[src/rtl/csv_fs_pkg.sv]
// Shared types and constants for the CSV field splitter.
package csv_fs_pkg;

  localparam int unsigned ChW  = 8;
  localparam int unsigned CfgW = 6;
  localparam int unsigned IdxW = 5;

  localparam logic [ChW-1:0]  QuoteCh      = 8'h22;
  localparam logic [ChW-1:0]  CommaCh      = 8'h2C;
  localparam logic [CfgW-1:0] MaxFieldsRst = 6'd32;

  typedef enum logic [2:0] {
    MODE_START = 3'd0,
    MODE_UNQ   = 3'd1,
    MODE_QUO   = 3'd2,
    MODE_QPEND = 3'd3,
    MODE_SKIP  = 3'd4
  } mode_e;

  typedef enum logic [1:0] {
    KIND_BYTE = 2'd0,
    KIND_END  = 2'd1,
    KIND_LINE = 2'd2
  } kind_e;

  typedef struct packed {
    logic [ChW-1:0] ch;
    logic           eol;
  } item_t;

  typedef struct packed {
    kind_e           kind;
    logic [ChW-1:0]  data_byte;
    logic [IdxW-1:0] field_index;
    logic            line_last;
  } res_t;

endpackage

[src/rtl/csv_fs_in_reg.sv]
// Input register stage that holds one incoming word until the parser takes it.
module csv_fs_in_reg (
  input  logic                 clk_i,
  input  logic                 rst_ni,
  input  logic                 in_valid_i,
  output logic                 in_ready_o,
  input  csv_fs_pkg::item_t    item_i,
  output logic                 valid_o,
  input  logic                 take_i,
  output csv_fs_pkg::item_t    item_o
);

  logic              valid_q, valid_d;
  csv_fs_pkg::item_t item_q;

  // The stage refills in the same cycle that the parser drains it.
  assign in_ready_o = !valid_q || take_i;
  assign valid_d    = in_ready_o ? in_valid_i : valid_q;

  always_ff @(posedge clk_i or negedge rst_ni) begin
    if (!rst_ni) begin
      valid_q <= 1'b0;
    end else begin
      valid_q <= valid_d;
    end
  end

  always_ff @(posedge clk_i) begin
    if (in_ready_o && in_valid_i) begin
      item_q <= item_i;
    end
  end

  assign valid_o = valid_q;
  assign item_o  = item_q;

endmodule

[src/rtl/csv_fs_parser.sv]
// Per-byte CSV parse state machine with its result register.
module csv_fs_parser #(
  parameter int unsigned MAX_COLS = 32
) (
  input  logic                                clk_i,
  input  logic                                rst_ni,
  input  logic [csv_fs_pkg::CfgW-1:0]         max_fields_i,
  input  logic                                valid_i,
  input  csv_fs_pkg::item_t                   item_i,
  output logic                                take_o,
  output logic                                out_valid_o,
  input  logic                                out_ready_i,
  output csv_fs_pkg::res_t                    res_o
);

  localparam int unsigned CntW = $clog2(MAX_COLS + 1);
  localparam int unsigned CmpW = (CntW > csv_fs_pkg::CfgW) ? CntW : csv_fs_pkg::CfgW;

  csv_fs_pkg::mode_e mode_q, mode_d;
  logic [CntW-1:0]   count_q, count_d;
  logic              out_valid_q, out_valid_d;
  csv_fs_pkg::res_t  res_q, res_d;
  logic              has_res;
  logic [CmpW-1:0]   limit;
  logic              full;
  logic              is_quote, is_comma;

  // Results leave through a register, so a word is taken when that register frees up.
  assign take_o = valid_i && (!out_valid_q || out_ready_i);

  assign limit = (CmpW'(max_fields_i) > CmpW'(MAX_COLS)) ? CmpW'(MAX_COLS)
                                                           : CmpW'(max_fields_i);
  assign full     = CmpW'(count_q) >= limit;
  assign is_quote = item_i.ch == csv_fs_pkg::QuoteCh;
  assign is_comma = item_i.ch == csv_fs_pkg::CommaCh;

  always_comb begin
    mode_d              = mode_q;
    count_d             = count_q;
    has_res             = 1'b0;
    res_d.kind          = csv_fs_pkg::KIND_BYTE;
    res_d.data_byte     = item_i.ch;
    res_d.field_index   = csv_fs_pkg::IdxW'(count_q);
    res_d.line_last     = 1'b0;
    if (item_i.eol) begin
      has_res         = 1'b1;
      res_d.data_byte = '0;
      res_d.line_last = 1'b1;
      if (full) begin
        res_d.kind        = csv_fs_pkg::KIND_LINE;
        res_d.field_index = '0;
      end else begin
        res_d.kind = csv_fs_pkg::KIND_END;
      end
      mode_d  = csv_fs_pkg::MODE_START;
      count_d = '0;
    end else if (!full) begin
      case (mode_q)
        csv_fs_pkg::MODE_QUO: begin
          if (is_quote) begin
            mode_d = csv_fs_pkg::MODE_QPEND;
          end else begin
            has_res = 1'b1;
          end
        end
        csv_fs_pkg::MODE_QPEND: begin
          if (is_quote) begin
            mode_d  = csv_fs_pkg::MODE_QUO;
            has_res = 1'b1;
          end else if (is_comma) begin
            has_res = 1'b1;
          end else begin
            mode_d = csv_fs_pkg::MODE_SKIP;
          end
        end
        csv_fs_pkg::MODE_SKIP: begin
          has_res = is_comma;
        end
        csv_fs_pkg::MODE_UNQ: begin
          has_res = 1'b1;
        end
        default: begin
          if (is_quote) begin
            mode_d = csv_fs_pkg::MODE_QUO;
          end else begin
            has_res = 1'b1;
            if (!is_comma) begin
              mode_d = csv_fs_pkg::MODE_UNQ;
            end
          end
        end
      endcase
      // A comma that yields a result always closes the field, except inside quotes.
      if (is_comma && has_res && mode_q != csv_fs_pkg::MODE_QUO) begin
        res_d.kind      = csv_fs_pkg::KIND_END;
        res_d.data_byte = '0;
        mode_d          = csv_fs_pkg::MODE_START;
        count_d         = count_q + CntW'(1);
      end
    end
  end

  assign out_valid_d = take_o ? has_res : (out_valid_q && !out_ready_i);

  always_ff @(posedge clk_i or negedge rst_ni) begin
    if (!rst_ni) begin
      mode_q      <= csv_fs_pkg::MODE_START;
      count_q     <= '0;
      out_valid_q <= 1'b0;
    end else begin
      out_valid_q <= out_valid_d;
      if (take_o) begin
        mode_q  <= mode_d;
        count_q <= count_d;
      end
    end
  end

  always_ff @(posedge clk_i) begin
    if (take_o && has_res) begin
      res_q <= res_d;
    end
  end

  assign out_valid_o = out_valid_q;
  assign res_o       = res_q;

endmodule

[src/rtl/csv_field_splitter_top.sv]
// Top level of the CSV field splitter: config register, input stage and parser.
//
//   Channel  Direction  Handshake               Word
//   cfg      in         cfg_we_i (no wait)      cfg_wdata_i = max_fields
//   in       in         in_valid_i / in_ready_o ch_i, eol_i
//   out      out        out_valid_o/out_ready_i kind_o, data_byte_o, field_index_o, line_last_o
//
// One input word is taken per cycle while the output is not stalled; a result passes
// through the input register and then the result register before it is presented.
// Reset clears the parse state and sets max_fields to 32.
// A stalled output holds its result; the input register keeps accepting until
// it holds a word that the parser cannot hand on.
module csv_field_splitter_top #(
  parameter int unsigned MAX_COLS = 32
) (
  input  logic                             clk_i,
  input  logic                             rst_ni,
  input  logic                             cfg_we_i,
  input  logic [csv_fs_pkg::CfgW-1:0]      cfg_wdata_i,
  input  logic                             in_valid_i,
  output logic                             in_ready_o,
  input  logic [csv_fs_pkg::ChW-1:0]       ch_i,
  input  logic                             eol_i,
  output logic                             out_valid_o,
  input  logic                             out_ready_i,
  output logic [1:0]                       kind_o,
  output logic [csv_fs_pkg::ChW-1:0]       data_byte_o,
  output logic [csv_fs_pkg::IdxW-1:0]      field_index_o,
  output logic                             line_last_o
);

  logic [csv_fs_pkg::CfgW-1:0] max_fields_q;
  csv_fs_pkg::item_t           item_in, item_s1;
  logic                        s1_valid, s1_take;
  csv_fs_pkg::res_t            res;

  always_ff @(posedge clk_i or negedge rst_ni) begin
    if (!rst_ni) begin
      max_fields_q <= csv_fs_pkg::MaxFieldsRst;
    end else if (cfg_we_i) begin
      max_fields_q <= cfg_wdata_i;
    end
  end

  assign item_in.ch  = ch_i;
  assign item_in.eol = eol_i;

  csv_fs_in_reg u_in_reg (
    .clk_i      (clk_i),
    .rst_ni     (rst_ni),
    .in_valid_i (in_valid_i),
    .in_ready_o (in_ready_o),
    .item_i     (item_in),
    .valid_o    (s1_valid),
    .take_i     (s1_take),
    .item_o     (item_s1)
  );

  csv_fs_parser #(
    .MAX_COLS (MAX_COLS)
  ) u_parser (
    .clk_i        (clk_i),
    .rst_ni       (rst_ni),
    .max_fields_i (max_fields_q),
    .valid_i      (s1_valid),
    .item_i       (item_s1),
    .take_o       (s1_take),
    .out_valid_o  (out_valid_o),
    .out_ready_i  (out_ready_i),
    .res_o        (res)
  );

  assign kind_o        = res.kind;
  assign data_byte_o   = res.data_byte;
  assign field_index_o = res.field_index;
  assign line_last_o   = res.line_last;

endmodule

[config.mk]
export PLATFORM = sky130hd
export DESIGN_NAME = csv_field_splitter_top
export DESIGN_NICKNAME = d
export VERILOG_FILES = /design/src/rtl/csv_fs_pkg.sv /design/src/rtl/csv_fs_in_reg.sv /design/src/rtl/csv_fs_parser.sv /design/src/rtl/csv_field_splitter_top.sv
export SDC_FILE = /design/constraint.sdc
export NUM_CORES = 1
export LEC_CHECK = 0
export BUFFER_PORTS_ARGS = -buffer_cell sky130_fd_sc_hd__buf_2
export CELL_PAD_IN_SITES_DETAIL_PLACEMENT = 0
export CELL_PAD_IN_SITES_GLOBAL_PLACEMENT = 2
export CORE_UTILIZATION = 38
export DETAILED_ROUTE_END_ITERATION = 10
export PLACE_DENSITY = 0.93
export REMOVE_ABC_BUFFERS = 1
export SETUP_SLACK_MARGIN = 0.5
export SYNTH_ARGS = -nofsm -noshare
export SYNTH_HDL_FRONTEND = slang
export SYNTH_SLANG_ARGS = --single-unit
[constraint.sdc]
create_clock -name clk_i -period 8.9 [get_ports clk_i]
set_clock_uncertainty 0.15 [all_clocks]
set_input_delay 1.335 -clock clk_i [delete_from_list [all_inputs] [get_ports clk_i]]
set_output_delay 1.335 -clock clk_i [all_outputs]
set_load 0.03 [all_outputs]
---- Word level (Yosys, flattened, before mapping) ----
Cells that the tools add are included.
Widths: inputs -> output; s select.
operators by class
  equal/unequal tests ..................... 11
  add/subtract/negate cells ............... 1
  reductions and logical operators ........ 15
  order comparisons ....................... 2
  mux-type cells .......................... 28
operators by type and width
  operator             number
  $mux 6               5
  $mux 3               8
  $mux 10              2
  $eq 8x6->1 const B   2
  $mux 9               1
  $pmux 3 s3           1
  $mux 1               8
  $add 6x1->6 const B  1
  $eq 3x2->1 const B   2
  $ge 6x6->1           1
  $gt 6x6->1 const B   1
  $logic_and 1x1->1    6
  $mux 5               1
  $reduce_and 5->1     1
  $ne 4x2->1 const B   1
  $ne 4x3->1 const B   1
  $eq 3x1->1 const B   1
  $eq 3x3->1 const B   1
  $logic_not 1->1      3
  $ne 3x1->1 const B   1
  $ne 3x2->1 const B   1
  $pmux 1 s3           1
  $reduce_and 3->1     1
  $logic_or 1x1->1     2
  other kinds (4)      4
word-level totals
  register bits ........................... 42
  input port bits ......................... 20

---- Longest topological paths before layout ----
Gate-level depths: netlist of run 1.
  depth in word-level cells ............... 11
  mapped depth ............................ 10
  depth with buffers taken out ............ 9

---- By module ----
Synthesis of run 1 repeated with hierarchy kept, for this count alone.
second synthesis, totals
  cell total of the unflattened synthesis .. 171
  area total of the unflattened synthesis .. 2104.5 µm²
by module, submodules not included
  module                  times used  area each (µm²)  cells an instance
  csv_fs_parser           1           1527.7           145
  csv_fs_in_reg           1           324.1            13
  csv_field_splitter_top  1           252.7            13

---- Worst setup path after synthesis of run 1 ----
Ideal clock, no wire load.
  path kind ............................... input to output
  from .................................... input out_ready_i
  to ...................................... output in_ready_o
  path buffers ............................ 0
  path slack .............................. 5553 ps
  arrival time ............................ 1862 ps
  stages .................................. 2
  path through ............................ nand2b_1 > or2_2
between the ends
  longest elaborated chain between the ends .. 3
RTL lines
  element            RTL line                      text
  start, declared    csv_field_splitter_top.sv:25  input logic out_ready_i,
  $logic_or 1x1->1   csv_fs_parser.sv:29           assign take_o = valid_i && (!out_valid_q || out_ready_i);
  $logic_and 1x1->1  csv_fs_parser.sv:29
  $logic_or 1x1->1   csv_fs_in_reg.sv:17           assign in_ready_o = !valid_q || take_i;
  end, declared      csv_field_splitter_top.sv:21  output logic in_ready_o,
No other way between the ends.

---- Worst setup path in the final report of run 1 ----
Ends and elaborated chain as after synthesis.

==> results of run 1 <==
[final cells by class]
class | instances | area [um2]
tap | 70 | 87.6
multi-input combinational | 116 | 785
inverter | 7 | 26.3
fill | 476 | 2750
clock inverter | 3 | 25.0
sequential | 42 | 1180
clock buffer | 5 | 68.8
timing repair buffer | 38 | 193
[registers in the layout, summed over array words and instances, names as in the netlist]
name and cells:
max_fields_q 6, u_in_reg.item_o 9, u_in_reg.valid_o 1, u_parser.count_q 6
u_parser.mode_q 3, u_parser.out_valid_o 1, u_parser.res_o 16
[metal layers]
metal | share of wire | up-vias | GRT usage
met5 | 0 | - | 0
met2 | 0.47 | 31 | 0.211
li1 | - | 702 | -
met4 | 0.015 | 0 | 0.0608
met3 | 0.039 | 5 | 0.0428
met1 | 0.48 | 650 | 0.188
[path summary, 6_finish.rpt]
path / end / depth (start not counted)
setup / recovery: in_ready_o / 4
hold / removal: max_fields_q[0] / 1
setup reg to reg: u_parser.res_o[2] / 7
hold reg to reg: max_fields_q[0] / 1
max in group asynchronous: max_fields_q[5] / 1
min in group asynchronous: u_parser.mode_q[2] / 1
[worst reg2reg max path: cells and delay by family, from the launching register on]
kind,cells,cell delay (ps)
adders and majority gates,1,340
buffers and inverters,2,330
and+or+nand+nor,1,140
AOI/OAI and AO/OA,3,750
DFF,1,530
[layout by cell type, fill, tap and decap left out, types with 2 or more instances in the layout]
cell type / n
a21oi_1: 5
o21ai_0: 10
o211a_1: 2
a31o_2: 3
clkbuf_8: 5
inv_1: 7
nand2b_1: 4
nor3b_2: 2
nand3_1: 2
ha_1: 7
edfxtp_1: 25
dfrtp_1: 16
and2_1: 13
o41ai_1: 2
or3_1: 3
mux2_2: 5
nor2_1: 8
buf_2: 37
o22ai_1: 2
nor3_1: 3
xor2_1: 2
nand4_1: 3
nand2_1: 17
nor2b_1: 5
[metrics by stage]
| stage | std cells | cell area, um2 | setup WS (ps) | util | hold WS [ps] |
|---|---|---|---|---|---|
| floorplan | 165 | 1990 | 5550 | - | 323 |
| global placement | 273 | 2270 | 5350 | 0.444 | 340 |
| detailed placement | 273 | 2270 | 5340 | 0.444 | 345 |
| CTS | 281 | 2360 | 5330 | 0.463 | 365 |
| global route | 281 | 2360 | 5300 | 0.463 | 383 |
| finish | 281 | 2360 | 5340 | 0.463 | 360 |
[where the power goes]
| group | total [W] | internal, W | switching, W |
|---|---|---|---|
| sequential | 0.000264 | 0.000244 | 0.0000208 |
| clock | 0.000127 | 0.0000566 | 0.0000699 |
| combinational | 0.000138 | 0.0000477 | 0.0000901 |
[kinds of logic (layout without fill, tap and decap cells)]
| group | after synthesis | after routing | share of synthesized area |
|---|---|---|---|
| flops | 42 | 42 | 0.584 |
| fa+ha+maj | 7 | 7 | 0.0434 |
| xor+xnor | 2 | 2 | 0.00869 |
| mux | 5 | 5 | 0.0279 |
| compound gates | 36 | 36 | 0.129 |
| simple gates | 66 | 66 | 0.181 |
| buf+inv | 13 | 53 | 0.0267 |
==> summary.txt, run 1 <==
Global route
  – GRT Total Usage: 0.140
  – Global-route wire length before repair: around 5700 um
  – Largest net degree at the start of global routing: 19
  – Vias in the first global route: approximately 1200
  – Antenna violations before repair: 0
  – GRT overflow: 0

Route
  – DR DRC count: 0
  – Vias: 1388
  – Pre-Repair DR Iteration Count: 4
  – DR iter-0 viols: 80
  – DR vias/cell: roughly 4.9
  – Antenna Nets Post-Route: 0
  – Avg WL per Cell: between 10 and 15 um
  – Total wire length: approximately 3600 um

Floorplan
  – Initial core utilization: 0.395
  – Die outline width: between 70 and 80 um
  – Site Rows: 26
  – I/O pin count: 38
  – Core area: 5110 um2
  – Die H: roughly 75 um
  – Die area: 5600 um2

Timing
  – Slew HR: 0.572
  – Final Hold Viols: 0
  – Fmax: approximately 280 MHz
  – Setup Viol. Count Final: 0
  – Period utilization: 0.400
  – RSZ-0062 raised after global routing: no
  – Fin. max-slew vios: 0
  – Setup_tns: 0 ps
  – Worst-margin pin slew: 643 ps
  – Fin crit period: about 3600 ps

Final layout
  – Post-layout nets: roughly 240
  – Layout cell share with drive strength beyond 1: 0.299
  – Synth-to-Final Area Change: 17.2%
  – # diodes: 0

Clock tree
  – # resized after CTS: 0
  – Worst-path clk slew: roughly 80 ps
  – Cts hold-fix bufs: 0
  – Clk root buf: clkbuf_8
  – Clock Tree Buf Depth: 2
  – Setup repair bufs after CTS: 0
  – Cts bufs inserted: 5
  – CTS tree: yes
  – CTS sink count: 42
  – Worst skew pair latency: 300 ps
  – H-tree depth: 2

Logic synthesis
  – Synth top cells by count: 25 x edfxtp_1, 17 x nand2_1, 16 x dfrtp_1
  – Async SR Flop Fraction: 0.405
  – Top FF cell, synth: edfxtp_1
  – Post-synth EDFFs: 25
  – Ranking of synthesized cells by area: edfxtp_1 37%, dfrtp_1 20%, ha_1 4.3%
  – Cell accounting for the most synthesized area: edfxtp_1
  – Synth Warn #: 0
  – Share of the synthesized area in the top cell type: 0.372
  – Syn Area/Cell: roughly 12 um2
  – Mapped Cells: 171
  – Dominant cell by count in the synthesized netlist: edfxtp_1
  – Seq/Total Area, Yosys: 0.584
  – Synthesis-stage register bit count: 42
  – Post-synthesis cell type count: 44
  – Mapped Area: about 2000 um2

Power
  – Tot Pwr: 0.000529 W
  – Cell Pwr Density: 224 nW/um2
  – Peak VDD IR: about 0.094 mV
  – Leak pwr: just over 1 nW

Critical path
  – Reg-to-Reg Start: max_fields_q[5]
  – Crit path max-delay family: simple AND/OR/NAND/NOR gates
  – CP startpoint kind: primary input
  – CP max FO: 4
  – WP data required: roughly 7400 ps
  – WP data arrival: ~2100 ps
  – Worst path cell trace: buf_2 -> nand2b_1 -> or2_2 -> buf_2
  – CP startpoint: out_ready_i
  – CP bufs+invs: 2
  – Reg2Reg Setup Slack: approximately 6400 ps
  – CP peak stage delay: around 300 ps
  – Slowest CP cell: or2_2
  – Most frequent CP cell: buf_2
  – Crit end category: output port
  – Crit path kind: primary input to output port

Job
  – Max-cap viol count: 0

Worst hold path
  – Min-Delay Path Class: register to register
  – HP Start: max_fields_q[0]

Placed design
  – Hpwl dp: 2640 um
  – Port buffer count: 37
  – Routability congestion estimate: ~0.74

Run status
  – Result of the run: completed
Note: power is estimated with default switching activity, not from simulation.
==> run 2, diff against run 1 <==
--- a/config.mk
+++ b/config.mk
@@ -5,12 +5,13 @@
 export SDC_FILE = /design/constraint.sdc
 export NUM_CORES = 1
 export LEC_CHECK = 0
+export ABC_AREA = 1
 export BUFFER_PORTS_ARGS = -buffer_cell sky130_fd_sc_hd__buf_2
 export CELL_PAD_IN_SITES_DETAIL_PLACEMENT = 0
 export CELL_PAD_IN_SITES_GLOBAL_PLACEMENT = 2
-export CORE_UTILIZATION = 38
+export CORE_UTILIZATION = 34
 export DETAILED_ROUTE_END_ITERATION = 10
-export PLACE_DENSITY = 0.93
+export PLACE_DENSITY = 0.88
 export REMOVE_ABC_BUFFERS = 1
 export SETUP_SLACK_MARGIN = 0.5
 export SYNTH_ARGS = -nofsm -noshare
==> constraint.sdc (replaced) <==
create_clock -name clk_i -period 3.5 [get_ports clk_i]
set_clock_uncertainty 0.15 [all_clocks]
set_input_delay 0.525 -clock clk_i [delete_from_list [all_inputs] [get_ports clk_i]]
set_output_delay 0.525 -clock clk_i [all_outputs]
set_load 0.03 [all_outputs]
==> run 2 against run 1 <==
Net effect: hold slack worse by 110 ps; setup slack lost 4600 ps; first-iteration DRC count up 13%; sequential share of layout area is 3.0 points lower.
==> summary.txt, run 2 <==
Clock tree
  – Worst-path clk slew: 80 ps (about the same)
  – Clock Tree Buf Depth: 2 (unchanged)
  – Worst skew pair latency: 290 ps (about the same)
  – CTS tree: yes
  – CTS sink count: 42 (unchanged)
  – Cts bufs inserted: 5 (unchanged)
  – Setup repair bufs after CTS: 0 (unchanged)
  – H-tree depth: 2 (unchanged)
  – Clk root buf: clkbuf_8

Critical path
  – Reg-to-reg endpoint: u_parser.res_o[7]
  – CP max FO: 16 (+12)
  – CP bufs+invs: 2 (unchanged)
  – WP data required: 3340 ps (-4070 ps)
  – Reg2reg path depth: 11 (+4)
  – CP startpoint kind: register
  – Slowest CP cell: dfrtp_1
  – Most frequent CP cell: nand2_1
  – WP data arrival: 2600 ps (+520 ps)
  – Worst path cell trace: o41ai_4 -> nand2_1 -> ha_1 -> nand2_1 -> nand2_1 -> a21oi_2 -> nand2_2 -> a21oi_1 -> nand2_1 -> inv_1 -> buf_4
  – CP peak stage delay: 440 ps (+140 ps)
  – Crit path max-delay family: compound AO/OA/AOI/OAI gates
  – Reg2Reg Setup Slack: 740 ps (-5620 ps)
  – Crit end category: register
  – Crit path kind: register to register
  – Reg-to-Reg Start: max_fields_q[2]

Timing
  – Setup_tns: 0 ps (unchanged)
  – Final worst slack: 741 ps (-4600 ps)
  – Fin crit period: 2760 ps
  – Final Hold Viols: 0 (unchanged)
  – RSZ-0062 raised after global routing: no
  – Period utilization: 0.788
  – Fin Hold WS: 251 ps (-109 ps)
  – Slew HR: 0.669 (+0.0976)
  – Setup Viol. Count Final: 0 (unchanged)
  – Fmax: ~360 MHz
  – Fin. max-slew vios: 0 (unchanged)
  – Worst-margin pin slew: 496 ps (-146 ps)

Logic synthesis
  – Cell accounting for the most synthesized area: edfxtp_1
  – Synth Warn #: 0 (unchanged)
  – Synthesis-stage register bit count: 42 (unchanged)
  – Share of the synthesized area in the top cell type: 0.360 (-0.0127)
  – Mapped Cells: 213 (+25%)
  – Dominant cell by count in the synthesized netlist: nand2_1
  – Seq/Total Area, Yosys: 0.564 (-0.0200)
  – Mapped Area: 2090 um2 (+3.5%)
  – Syn Area/Cell: 9.80 um2 (-17%)
  – Async SR Flop Fraction: 0.405 (unchanged)
  – Ranking of synthesized cells by area: edfxtp_1 36%, dfrtp_1 19%, nand2_1 9.0%
  – Post-synthesis cell type count: 29 (-34%)
  – Synth top cells by count: 50 x nand2_1, 30 x inv_1, 27 x nor2_1
  – Top FF cell, synth: edfxtp_1
  – Post-synth EDFFs: 25 (unchanged)

Route
  – DR iter-0 viols: 90 (+13%)
  – DR DRC count: 0 (unchanged)
  – Pre-Repair DR Iteration Count: 4 (unchanged)
  – Avg WL per Cell: 10.7 um (-17%)
  – Vias: 1449 (+4.4%)
  – DR vias/cell: 4.36 (-12%)
  – Antenna Nets Post-Route: 0 (unchanged)
  – Total wire length: 3550 um (-1.9%)

Global route
  – GRT overflow: 0 (unchanged)
  – Largest net degree at the start of global routing: 18 (-1)
  – GRT Total Usage: 0.120 (-0.0201)
  – Vias in the first global route: 1294 (+9.8%)
  – Global-route wire length before repair: 5810 um (+1.8%)
  – Antenna violations before repair: 0 (unchanged)

Worst hold path
  – Worst Hold Depth: 1 (unchanged)
  – Min-Delay Path Class: primary input to register
  – Hold-critical path endpoint: u_in_reg.item_o[1]
  – HP Start: ch_i[0]

Final layout
  – Fin cells: 332 (+18%)
  – Most common cell after layout, fill and taps aside: nand2_1
  – Post-layout nets: 283 (+19%)
  – FILL cells: 581 (+22%)
  – Most frequent cells in the layout: 50 x nand2_1, 37 x buf_2, 30 x inv_1
  – Synth-to-Final Area Change: 20.4%
  – Layout cell share with drive strength beyond 1: 0.300 (+0.00103)
  – Max FFs per register: 16 (unchanged)
  – # diodes: 0 (unchanged)

Job
  – Max-cap viol count: 0 (unchanged)

Power
  – Tot Pwr: 0.00191 W (+260%)
  – Peak VDD IR: 0.453 mV (+380%)
  – Leak pwr: 1.20 nW (+19%)
  – Cell Pwr Density: 761 nW/um2 (+240%)

Floorplan
  – Die area: 6460 um2 (+15%)
  – Die H: 80.3 um (+7.4%)
  – I/O pin count: 38 (unchanged)
  – Initial core utilization: 0.352 (-0.0422)
  – Site Rows: 28 (+7.7%)
  – Die outline width: 80.3 um (+7.4%)
  – Core area: 5920 um2 (+16%)

Placed design
  – Port buffer count: 37 (unchanged)
  – Pre-CTS setup slack: 556 ps (-4780 ps)
  – Hpwl dp: 2740 um (+3.8%)
  – Placed insts: 323 (+18%)
  – Routability congestion estimate: 0.734 (-0.69%)

Run status
  – Result of the run: completed
run 2: changes by cell type in the layout (fill, tap and decap cells not counted), moves of 4 or more:
cell	delta
nor2b_1	-5
o21ai_0	-5
nand2_2	+8
o21ai_2	+5
inv_2	+4
nand2_1	+33
and2_1	-13
nor2_1	+19
nand2b_1	-4
inv_1	+23
run 2: cell families (layout without fill, tap and decap cells):
family                     count (synthesis)  count (layout)  synth area share
AOI/OAI and AO/OA                         17              17            0.0552
muxes                                      2               2            0.0108
DFF                                       42              42             0.564
and+or+nand+nor                          104             104             0.233
adders and majority gates                  7               7            0.0420
buffers and inverters                     38              82            0.0827
xor gates and xnor gates                   3               3            0.0126
run 2: stage by stage:
step / util / area (um2)
after floorplan: - / 2060
after global placement: 0.396 / 2350
after detailed placement: 0.396 / 2350
after CTS: 0.421 / 2490
after global routing: 0.424 / 2510
final: 0.424 / 2510
run 2: worst reg2reg max path: stages (launching register included):
cell and delay [ps]:
dfrtp_1 440, o41ai_4 420, nand2_1 110, ha_1 300, nand2_1 60, nand2_1 50
a21oi_2 160, nand2_2 100, a21oi_1 260, nand2_1 130, inv_1 60, buf_4 220
run 2: where the power goes:
group | internal, W | total (W) | switching [W] | leakage (nW)
Sequential | 0.000699 | 0.000773 | 0.0000736 | 0.459
Combinational | 0.000207 | 0.000680 | 0.000473 | 0.670
Clock | 0.000286 | 0.000459 | 0.000174 | 0.0683
run 2: how the worst max path moves through the flow:
stage | startpoint | to | slack (ps) | depth (start not counted)
final | max_fields_q[2] | u_parser.res_o[7] | 740 | 11
after global routing | max_fields_q[2] | u_parser.res_o[0] | 510 | 11
after CTS | max_fields_q[2] | u_parser.res_o[1] | 530 | 11
after detailed placement | max_fields_q[2] | u_parser.res_o[10] | 560 | 11
after global placement | max_fields_q[2] | u_parser.res_o[10] | 630 | 11
after floorplan | max_fields_q[2] | u_parser.res_o[0] | 680 | 10
run 2: timing repair:
action / 4_1_cts / 5_1_grt
gates resized for setup: 0 / 2
hold endpoints to repair: 2 / 0
hold buffers: 1 / 0
endpoints found under the setup margin: 0 / 16
run 2: final cells by class:
| type | count | area (um2) | area share |
|---|---|---|---|
| inverters | 35 | 145 | 0.0578 |
| repair buffers | 39 | 203 | 0.0807 |
| flip-flops and latches | 42 | 1180 | 0.469 |
| clock buffers | 5 | 68.8 | 0.0274 |
| clock inverters | 3 | 68.8 | 0.0274 |
| well taps | 75 | 93.8 | 0.0374 |
| multi-input cells | 133 | 756 | 0.301 |
run 2: metal layers:
metal,track usage,vias up,part of all wire,routed length [um]
li1,-,765,-,-
met1,0.165,645,0.50,1770
met2,0.182,33,0.44,1550
met3,0.0273,6,0.046,162
met4,0.0482,0,0.018,63
met5,0,-,0,0
